===== src/trdss_pkg.sv =====
// Shared types and constants for the transmit ring DMA segment scheduler.
// Depends on nothing; every other file refers to it by scoped names.
package trdss_pkg;

    // Field widths of the input and result beats.
    localparam int OP_W     = 2;
    localparam int MLEN_W   = 10;
    localparam int BYTE_W   = 8;
    localparam int ROFF_W   = 9;
    localparam int DOFF_W   = 9;
    localparam int DLEN_W   = 9;

    typedef logic [OP_W-1:0]   t_op;
    typedef logic [MLEN_W-1:0] t_mlen;
    typedef logic [BYTE_W-1:0] t_byte;
    typedef logic [ROFF_W-1:0] t_roff;
    typedef logic [DOFF_W-1:0] t_doff;
    typedef logic [DLEN_W-1:0] t_dlen;

    // Operation codes of an input beat.
    localparam t_op OP_BEGIN = 2'd0;
    localparam t_op OP_BYTE  = 2'd1;
    localparam t_op OP_DONE  = 2'd2;
    localparam t_op OP_READ  = 2'd3;

    // Result flags and segment descriptor produced by the ring controller.
    typedef struct packed {
        logic  accepted;
        logic  dma_start;
        t_doff dma_offset;
        t_dlen dma_length;
        logic  dma_busy;
    } t_result;

endpackage


===== src/trdss_if.sv =====
// Valid/ready channel interfaces for the input and result beats.
// Depends on trdss_pkg for the field types.
interface trdss_in_if;
    logic            valid;
    logic            ready;
    trdss_pkg::t_op   operation;
    trdss_pkg::t_mlen msg_length;
    trdss_pkg::t_byte data_byte;
    trdss_pkg::t_roff read_offset;

    modport source (output valid, output operation, output msg_length,
                    output data_byte, output read_offset, input ready);
    modport sink   (input valid, input operation, input msg_length,
                    input data_byte, input read_offset, output ready);
endinterface

interface trdss_out_if;
    logic             valid;
    logic             ready;
    logic             accepted;
    logic             dma_start;
    trdss_pkg::t_doff dma_offset;
    trdss_pkg::t_dlen dma_length;
    trdss_pkg::t_byte read_data;
    logic             dma_busy;

    modport source (output valid, output accepted, output dma_start, output dma_offset,
                    output dma_length, output read_data, output dma_busy, input ready);
    modport sink   (input valid, input accepted, input dma_start, input dma_offset,
                    input dma_length, input read_data, input dma_busy, output ready);
endinterface


===== src/tx_ring_dma_segment_scheduler_unit.sv =====
// Top level of the transmit ring DMA segment scheduler.
// Depends on trdss_pkg, trdss_if, trdss_ring_ctrl and trdss_byte_ram.

// The block takes one input beat per clock and returns exactly one result beat
// for each, in the cycle after acceptance; the result sits in an output register,
// and a new beat is taken whenever that register is empty or is being drained
// in the same cycle, so a stalled result stops the input only for as long as
// it is not taken. Pointers and the DMA busy flag live in registers and are
// updated in the accepting cycle; the byte buffer is a single synchronous
// memory with one write port for message bytes and one registered read port
// for DMA reads, whose data appears alongside the registered result. The buffer has no
// reset or clearing pass: reading an offset never written returns undefined
// data. DEPTH sets the buffer size; segment offsets and lengths are reported
// in 9 bits.
module tx_ring_dma_segment_scheduler_unit #(
    parameter int DEPTH = 512
) (
    input  logic          i_clk,
    input  logic          i_rst_n,
    trdss_in_if.sink      i_in,
    trdss_out_if.source   o_out
);

    localparam int AW = $clog2(DEPTH);

    logic               accept;
    trdss_pkg::t_result res;
    logic               we;
    logic [AW-1:0]      waddr;
    trdss_pkg::t_byte   wdata;
    logic               re;
    logic [AW-1:0]      raddr;
    trdss_pkg::t_byte   rdata;

    logic               r_valid;
    trdss_pkg::t_result r_res;
    logic               r_is_read;

    // Input beat is taken when the result register is free or draining.
    assign i_in.ready = !r_valid || o_out.ready;
    assign accept     = i_in.valid && i_in.ready;

    trdss_ring_ctrl #(
        .DEPTH (DEPTH),
        .AW    (AW)
    ) u_ctrl (
        .i_clk         (i_clk),
        .i_rst_n       (i_rst_n),
        .i_accept      (accept),
        .i_operation   (i_in.operation),
        .i_msg_length  (i_in.msg_length),
        .i_data_byte   (i_in.data_byte),
        .i_read_offset (i_in.read_offset),
        .o_res         (res),
        .o_we          (we),
        .o_waddr       (waddr),
        .o_wdata       (wdata),
        .o_re          (re),
        .o_raddr       (raddr)
    );

    trdss_byte_ram #(
        .DEPTH (DEPTH),
        .AW    (AW)
    ) u_ram (
        .i_clk   (i_clk),
        .i_we    (we),
        .i_waddr (waddr),
        .i_wdata (wdata),
        .i_re    (re),
        .i_raddr (raddr),
        .o_rdata (rdata)
    );

    // Result register valid flag.
    always_ff @(posedge i_clk) begin
        if (!i_rst_n) begin
            r_valid <= 1'b0;
        end else if (accept) begin
            r_valid <= 1'b1;
        end else if (o_out.ready) begin
            r_valid <= 1'b0;
        end
    end

    // Result payload; read data comes straight from the buffer's read register.
    always_ff @(posedge i_clk) begin
        if (accept) begin
            r_res     <= res;
            r_is_read <= (i_in.operation == trdss_pkg::OP_READ);
        end
    end

    assign o_out.valid      = r_valid;
    assign o_out.accepted   = r_res.accepted;
    assign o_out.dma_start  = r_res.dma_start;
    assign o_out.dma_offset = r_res.dma_offset;
    assign o_out.dma_length = r_res.dma_length;
    assign o_out.dma_busy   = r_res.dma_busy;
    assign o_out.read_data  = r_is_read ? rdata : '0;

    // A started segment always leaves the DMA busy.
    a_start_busy : assert property (@(posedge i_clk) disable iff (!i_rst_n)
        (o_out.valid && o_out.dma_start) |-> o_out.dma_busy)
        else $error("segment start without busy");

    // Without a start the segment descriptor reads as zero.
    a_idle_desc : assert property (@(posedge i_clk) disable iff (!i_rst_n)
        (o_out.valid && !o_out.dma_start) |->
            (o_out.dma_offset == '0 && o_out.dma_length == '0))
        else $error("segment descriptor without start");

    // An admitted message never starts a segment in the same beat.
    a_accept_nostart : assert property (@(posedge i_clk) disable iff (!i_rst_n)
        (o_out.valid && o_out.accepted) |-> !o_out.dma_start)
        else $error("segment start on message admission");

endmodule


===== src/trdss_byte_ram.sv =====
// Byte buffer of the transmit ring: one write port, one registered read port.
// Depends on trdss_pkg for the byte type.
module trdss_byte_ram #(
    parameter int DEPTH = 512,
    parameter int AW    = 9
) (
    input  logic             i_clk,
    input  logic             i_we,
    input  logic [AW-1:0]    i_waddr,
    input  trdss_pkg::t_byte i_wdata,
    input  logic             i_re,
    input  logic [AW-1:0]    i_raddr,
    output trdss_pkg::t_byte o_rdata
);

    trdss_pkg::t_byte r_mem [DEPTH];
    trdss_pkg::t_byte r_rdata;

    // Synchronous write and read; read data holds until the next read.
    always_ff @(posedge i_clk) begin
        if (i_we) begin
            r_mem[i_waddr] <= i_wdata;
        end
        if (i_re) begin
            r_rdata <= r_mem[i_raddr];
        end
    end

    assign o_rdata = r_rdata;

endmodule


===== src/trdss_ring_ctrl.sv =====
// Ring pointer state, message admission and DMA segment scheduling.
// Depends on trdss_pkg; drives the buffer ports of trdss_byte_ram.
module trdss_ring_ctrl #(
    parameter int DEPTH = 512,
    parameter int AW    = 9
) (
    input  logic               i_clk,
    input  logic               i_rst_n,
    input  logic               i_accept,
    input  trdss_pkg::t_op     i_operation,
    input  trdss_pkg::t_mlen   i_msg_length,
    input  trdss_pkg::t_byte   i_data_byte,
    input  trdss_pkg::t_roff   i_read_offset,
    output trdss_pkg::t_result o_res,
    output logic               o_we,
    output logic [AW-1:0]      o_waddr,
    output trdss_pkg::t_byte   o_wdata,
    output logic               o_re,
    output logic [AW-1:0]      o_raddr
);

    localparam int        CW      = (AW + 1 > trdss_pkg::MLEN_W) ? AW + 1 : trdss_pkg::MLEN_W;
    localparam int        ROFF_SZ = 1 << trdss_pkg::ROFF_W;
    localparam logic [AW:0] DEPTH_W = (AW + 1)'(DEPTH);
    localparam logic [AW-1:0] LAST  = AW'(DEPTH - 1);

    logic [AW-1:0]    r_head, n_head;
    logic [AW-1:0]    r_tail, n_tail;
    logic [AW-1:0]    r_wp,   n_wp;
    logic [AW-1:0]    r_seg,  n_seg;
    logic             r_busy, n_busy;
    trdss_pkg::t_mlen r_rem,  n_rem;

    logic [AW:0]   used;
    logic [AW:0]   free_sp;
    logic [AW-1:0] wp_inc;
    logic [AW:0]   tail_sum;
    logic [AW-1:0] tail_adv;
    logic [AW-1:0] seg_len;
    logic [trdss_pkg::ROFF_W:0] roff_red;

    // Segment length from tail: up to head, or up to the buffer end on wrap.
    function automatic logic [AW-1:0] seg_size(input logic [AW-1:0] h, input logic [AW-1:0] t);
        logic [AW-1:0] n;
        if (h > t) begin
            n = h - t;
        end else begin
            n = AW'(DEPTH) - t;
        end
        return n;
    endfunction

    // Occupancy, free space and pointer increments.
    always_comb begin
        if (r_head >= r_tail) begin
            used = {1'b0, r_head} - {1'b0, r_tail};
        end else begin
            used = {1'b0, r_head} + DEPTH_W - {1'b0, r_tail};
        end
        free_sp  = DEPTH_W - 1'b1 - used;
        wp_inc   = (r_wp == LAST) ? '0 : r_wp + 1'b1;
        tail_sum = {1'b0, r_tail} + {1'b0, r_seg};
        tail_adv = (tail_sum == DEPTH_W) ? '0 : tail_sum[AW-1:0];
    end

    // Read offset wrapped into the buffer by conditional subtraction of
    // DEPTH times descending powers of two.
    always_comb begin
        roff_red = {1'b0, i_read_offset};
        for (int k = 7; k >= 0; k--) begin
            if ((DEPTH << k) < ROFF_SZ) begin
                if (roff_red >= (trdss_pkg::ROFF_W + 1)'(DEPTH << k)) begin
                    roff_red = roff_red - (trdss_pkg::ROFF_W + 1)'(DEPTH << k);
                end
            end
        end
    end

    // Per-beat state update and result.
    always_comb begin
        n_head  = r_head;
        n_tail  = r_tail;
        n_wp    = r_wp;
        n_seg   = r_seg;
        n_busy  = r_busy;
        n_rem   = r_rem;
        o_res   = '0;
        o_we    = 1'b0;
        o_re    = 1'b0;
        seg_len = '0;
        if (i_accept) begin
            unique case (i_operation)
                trdss_pkg::OP_BEGIN: begin
                    if (r_rem == '0 && i_msg_length != '0
                        && CW'(i_msg_length) <= CW'(free_sp)) begin
                        o_res.accepted = 1'b1;
                        n_rem          = i_msg_length;
                        n_wp           = r_head;
                    end
                end
                trdss_pkg::OP_BYTE: begin
                    if (r_rem != '0) begin
                        o_we  = 1'b1;
                        n_wp  = wp_inc;
                        n_rem = r_rem - 1'b1;
                        // Last byte publishes the message and may start a segment.
                        if (r_rem == trdss_pkg::t_mlen'(1)) begin
                            n_head = wp_inc;
                            if (!r_busy && wp_inc != r_tail) begin
                                seg_len          = seg_size(wp_inc, r_tail);
                                n_busy           = 1'b1;
                                n_seg            = seg_len;
                                o_res.dma_start  = 1'b1;
                                o_res.dma_offset = trdss_pkg::DOFF_W'(r_tail);
                                o_res.dma_length = trdss_pkg::DLEN_W'(seg_len);
                            end
                        end
                    end
                end
                trdss_pkg::OP_DONE: begin
                    if (r_busy) begin
                        n_tail = tail_adv;
                        n_busy = 1'b0;
                        if (tail_adv != r_head) begin
                            seg_len          = seg_size(r_head, tail_adv);
                            n_busy           = 1'b1;
                            n_seg            = seg_len;
                            o_res.dma_start  = 1'b1;
                            o_res.dma_offset = trdss_pkg::DOFF_W'(tail_adv);
                            o_res.dma_length = trdss_pkg::DLEN_W'(seg_len);
                        end
                    end
                end
                trdss_pkg::OP_READ: begin
                    o_re = 1'b1;
                end
                default: begin
                end
            endcase
        end
        o_res.dma_busy = n_busy;
    end

    assign o_waddr = r_wp;
    assign o_wdata = i_data_byte;
    assign o_raddr = AW'(roff_red);

    // Pointer and flag registers.
    always_ff @(posedge i_clk) begin
        if (!i_rst_n) begin
            r_head <= '0;
            r_tail <= '0;
            r_wp   <= '0;
            r_seg  <= '0;
            r_busy <= 1'b0;
            r_rem  <= '0;
        end else begin
            r_head <= n_head;
            r_tail <= n_tail;
            r_wp   <= n_wp;
            r_seg  <= n_seg;
            r_busy <= n_busy;
            r_rem  <= n_rem;
        end
    end

endmodule

===== src/flat_wrapper.sv =====
// flat-port wrapper written by rule: the top's interface ports become plain ports
module tx_ring_dma_segment_scheduler_unit_flat 
#(
    parameter int DEPTH = 512
)
  (i_clk, i_rst_n, i_in_valid, i_in_operation, i_in_msg_length, i_in_data_byte, i_in_read_offset, i_in_ready, o_out_valid, o_out_accepted, o_out_dma_start, o_out_dma_offset, o_out_dma_length, o_out_read_data, o_out_dma_busy, o_out_ready);
  trdss_in_if i_in_i ();
  trdss_out_if o_out_i ();
  input  logic i_clk;
  input  logic i_rst_n;
  input wire logic [$bits(i_in_i.valid)-1:0] i_in_valid;
  input wire logic [$bits(i_in_i.operation)-1:0] i_in_operation;
  input wire logic [$bits(i_in_i.msg_length)-1:0] i_in_msg_length;
  input wire logic [$bits(i_in_i.data_byte)-1:0] i_in_data_byte;
  input wire logic [$bits(i_in_i.read_offset)-1:0] i_in_read_offset;
  output wire logic [$bits(i_in_i.ready)-1:0] i_in_ready;
  output wire logic [$bits(o_out_i.valid)-1:0] o_out_valid;
  output wire logic [$bits(o_out_i.accepted)-1:0] o_out_accepted;
  output wire logic [$bits(o_out_i.dma_start)-1:0] o_out_dma_start;
  output wire logic [$bits(o_out_i.dma_offset)-1:0] o_out_dma_offset;
  output wire logic [$bits(o_out_i.dma_length)-1:0] o_out_dma_length;
  output wire logic [$bits(o_out_i.read_data)-1:0] o_out_read_data;
  output wire logic [$bits(o_out_i.dma_busy)-1:0] o_out_dma_busy;
  input wire logic [$bits(o_out_i.ready)-1:0] o_out_ready;
  assign i_in_i.valid = i_in_valid;
  assign i_in_i.operation = i_in_operation;
  assign i_in_i.msg_length = i_in_msg_length;
  assign i_in_i.data_byte = i_in_data_byte;
  assign i_in_i.read_offset = i_in_read_offset;
  assign i_in_ready = i_in_i.ready;
  assign o_out_valid = o_out_i.valid;
  assign o_out_accepted = o_out_i.accepted;
  assign o_out_dma_start = o_out_i.dma_start;
  assign o_out_dma_offset = o_out_i.dma_offset;
  assign o_out_dma_length = o_out_i.dma_length;
  assign o_out_read_data = o_out_i.read_data;
  assign o_out_dma_busy = o_out_i.dma_busy;
  assign o_out_i.ready = o_out_ready;
  tx_ring_dma_segment_scheduler_unit #(.DEPTH(DEPTH)) u_core (.i_clk(i_clk), .i_rst_n(i_rst_n), .i_in(i_in_i), .o_out(o_out_i));
endmodule

===== config.mk =====
export PLATFORM = sky130hd
export DESIGN_NAME = tx_ring_dma_segment_scheduler_unit_flat
export DESIGN_NICKNAME = d
export VERILOG_FILES = /design/src/trdss_pkg.sv /design/src/trdss_if.sv /design/src/tx_ring_dma_segment_scheduler_unit.sv /design/src/trdss_byte_ram.sv /design/src/trdss_ring_ctrl.sv /design/src/flat_wrapper.sv
export SDC_FILE = /design/constraint.sdc
export NUM_CORES = 2
export LEC_CHECK = 0
export ABC_AREA = 1
export BUFFER_PORTS_ARGS = -buffer_cell sky130_fd_sc_hd__buf_4
export CAP_MARGIN = 10
export CORE_ASPECT_RATIO = 2
export CORE_MARGIN = 5
export CORE_UTILIZATION = 40
export DETAILED_ROUTE_END_ITERATION = 7
export PLACE_DENSITY_LB_ADDON = 0.2
export SYNTH_ARGS = -nofsm -noshare
export SYNTH_HDL_FRONTEND = slang
export SYNTH_SLANG_ARGS = --single-unit

===== constraint.sdc =====
create_clock -name i_clk -period 8.5 [get_ports i_clk]
set_clock_uncertainty 0.15 [all_clocks]
set_input_delay 1.7 -clock i_clk [delete_from_list [all_inputs] [get_ports i_clk]]
set_output_delay 1.7 -clock i_clk [all_outputs]
set_load 0.02 [all_outputs]

==> flow_summary.yaml <==
synth:
  ys_types: 48
  synth_edf_count: 4126
  synthTopCellsByArea: "edfxtp_1 (73%), nor2_1 (5.8%), o21ai_0 (5.8%), o22ai_1 (3.8%), nand3_1 (3.2%)"
  synth-seq-area-share_pct: 73.8
  synth_top_area_share_pct: 73.3
  synth-seq-cells: 4174
  synthesis.area_um2: 169000
  postSynthCellCount: 13700
  yosysMostFrequentCell: "edfxtp_1"
  synthTopCellsByCount: "edfxtp_1 (4,126), nor2_1 (2,620), o21ai_0 (1,963)"
  synth.avg_cell_area_um2: 12.3
  async_flop_share_pct: 0
  ys.warnings.count: 0
  syn-num-nets: 13800
  synth_top_area_cell: "edfxtp_1"
  synth_top_flop_cell: "edfxtp_1"
timing:
  hold_violations: 0
  setup_viol: 0
  fin_crit_ns: 5.79
  worst_slew_pin_slew_ns: 1.40
  max_freq_mhz: 173
  layout_setup_ws_ns: 2.71
  fin_crit_sh_pct: 68.1
  slew_viol_final: 0
  slew_headroom_pct: 6.50
  rsz0062_at_grt: "no"
  setup_tns_ns: 0
finish:
  regArea_um2: 125000
  syn_to_final_growth_pct: 10.0
  finish.instance_area_um2: 186000
  n_fill_cell: 38500
  utilization_pct: 44.2
  drive_above_1_share_pct: 5.86
  multi_input_area_um2: 39100
  finalNonFillerCells: 19200
  layout.nets: 13400
status:
  status: "finished clean"
power_and_ir_drop:
  switching_share_pct: 23.1
  p_per_area_nw_per_um2: 227
  intPower_mw: 32.5
  clock_power_share_pct: 39.6
  ir_drop_v: 0.000167
  comb_power_share_pct: 6.8
  seqPwrFrac_pct: 53.6
  netSwitchingPower_mw: 9.77
  leakage_nw: 59.2
route:
  dr.pass1.iters: 8
  num_vias: 109000
  wl_per_cell_um: 27.0
  routed_wl_mm: 518
  drt_iter0_markers: 9691
  drc: 0
  drt-vias-per-instance: 5.68
  detail-route-antenna-nets: 0
min_path:
  hp-class: "flop to flop"
  min_delay_path_depth: 2
global_route:
  grt_pass1_wl_mm: 745
  overflow: 0
  grtUsageTotal_pct: 22.9
  grt_max_degree: 224
  grt_pass1_vias: 109000
  antenna_found_initial: 22
placed_design:
  place_ws_ns: 2.26
  dp_hpwl_mm: 302
  io_buffer_count: 63
  place_area_um2: 174000
  placed_cells: 18600
  gp_congestion: 0.872
clocking:
  ctsHtreeMaxLevel: 5
  ctsRootBufferMaster: "clkbuf_16"
  clk_path_buf_depth: 4
  clock-sinks: 4174
  cts_made_buffers: 358
  cts-resized-gates: 0
  clkLatencyLatePin_ns: 0.96
  cts_hold_buf: 0
  cts.reportedPaths.clkPinSlew_ns: 0.07
  tritoncts: "done"
  postCtsSetupBuffers: 0
worst_setup_path:
  cp-end-kind: "flop"
  max_stage_delay_ns: 0.55
  cp.arrival_ns: 6.40
  cp-start-kind: "flop"
  path_cells: "ha_1 > fa_1 > inv_1 > ha_1 > inv_1 > a21oi_2 > nand3_1 > nor2_1 > nand2_1 > nor2_1 > nand2_1 > nand2_1 > inv_1 > ha_1 > nand2_1 > nor4_1 > inv_1 > nand2_1 > inv_1 > o32ai_1 > nand2_1 > a21oi_1"
  crit_path_frequent_cell: "nand2_1"
  critPathKind: "flop to flop"
  crit_required_ns: 9.11
  worstRegToRegCells: 22
  cp_max_fo: 14
  cp_slowest_cell: "fa_1"
floorplan:
  start_util_pct: 40.1
  rows: 337
  die-width_um: 470
  io_pins: 64
  die_h_um: 930
  die_area_um2: 437000
  core_area_um2: 421000
job:
  drv_cap: 0
[worst max-delay path, delay by kind of cell (launching register included)]
family          cells  cell delay [ns]
flops               1             0.51
buf+inv             5             0.51
fa+ha+maj           4             1.56
simple gates       10             2.14
compound gates      3             0.74
[cell families after synthesis]
kind of cell | share of synthesized area, %
adder cells (fa/ha/maj) | 0.484
flip-flops | 73.8
buffers and inverters | 3.06
XOR/XNOR | 0.150
AND/OR/NAND/NOR | 12.0
multiplexers | 0.0237
AO/OA/AOI/OAI | 10.4
[registers in the layout (all words and copies together), names as in the netlist, 8 cells and up]
signal                   cells
u_core.o_out.dma_length      9
u_core.u_ctrl.r_head         9
u_core.u_ctrl.r_seg          9
u_core.u_ctrl.r_tail         9
u_core.u_ram.o_rdata         8
u_core.o_out.dma_offset      9
u_core.u_ctrl.o_waddr        9
u_core.u_ctrl.r_rem         10
u_core.u_ram.r_mem        4096
[cell type report]
cell class	instances	share of cell area [%]
Clock buffer	417	5.01
Tap cell	5593	3.76
Multi-Input combinational cell	8369	21.0
Timing Repair Buffer	270	1.50
Inverter	166	0.364
Sequential cell	4174	67.1
Clock inverter	221	1.23
Antenna cell	9	0.0121
[through the flow]
step / total power, mW / hold slack [ns]
4_1_cts: 42.5 / 0.348
6_report: 42.3 / 0.346
5_1_grt: 43.5 / 0.366
2_1_floorplan: 24.7 / 0.299
3_3_place_gp: 26.0 / 0.331
3_5_place_dp: 26.0 / 0.339
[power by group through the flow]
stage	combinational, mW	clock (mW)	sequential, mW
after floorplan	1.59	0	23.1
after global placement	2.88	0	23.1
after detailed placement	2.89	0	23.1
after CTS	2.90	17.0	22.6
after global routing	3.12	17.8	22.6
final	2.89	16.7	22.6
[cells in the final DEF, fill, tap and decap left out, types with 5 or more instances in the layout]
master      Yosys  layout
o22ai_1      1018    1018
clkinv_2        0      56
nor2_1       2620    2617
diode_2         0       9
inv_6           0       6
inv_8           1       5
edfxtp_1     4126    4126
xor2_1         23      23
clkbuf_1      620      52
bufinv_16       0      43
xnor2_1         6       6
a211oi_1       12      12
clkinvlp_4      0      21
ha_1           59      59
nand2_1      1272    1271
a21oi_1        92      92
o21ai_0      1963    1963
nand4_1        23      23
clkinv_8        0       6
buf_12          1      52
dfxtp_1        48      48
buf_4          51     202
clkinv_1        2      83
clkinv_4        0       6
nand3_1      1075    1075
buf_8           0      11
nor3_2          2       7
inv_1         160     157
o21ai_1       141     141
nor3_1         23      18
clkbuf_16       0     365
[per-layer routing]
| metal | GRT usage [%] | up-vias | share of wire, % |
|---|---|---|---|
| met5 | 0 | - | 0 |
| met3 | 2.33 | 1065 | 5.0 |
| met2 | 42.1 | 3578 | 53 |
| li1 | - | 49400 | - |
| met1 | 25.8 | 55200 | 36 |
| met4 | 13.0 | 0 | 6.3 |
[path summary, 6_finish.rpt]
path | start | end | slack [ns]
min reg2reg | u_core.u_ctrl.r_seg[7] | u_core.u_ctrl.r_seg[7] | 0.35
max | u_core.u_ctrl.r_tail[0] | u_core.o_out.dma_length[2] | 2.71
max reg2reg | u_core.u_ctrl.r_tail[0] | u_core.o_out.dma_length[2] | 2.71
min | u_core.u_ctrl.r_seg[7] | u_core.u_ctrl.r_seg[7] | 0.35
No activity file was read; power rests on OpenSTA's default activity.
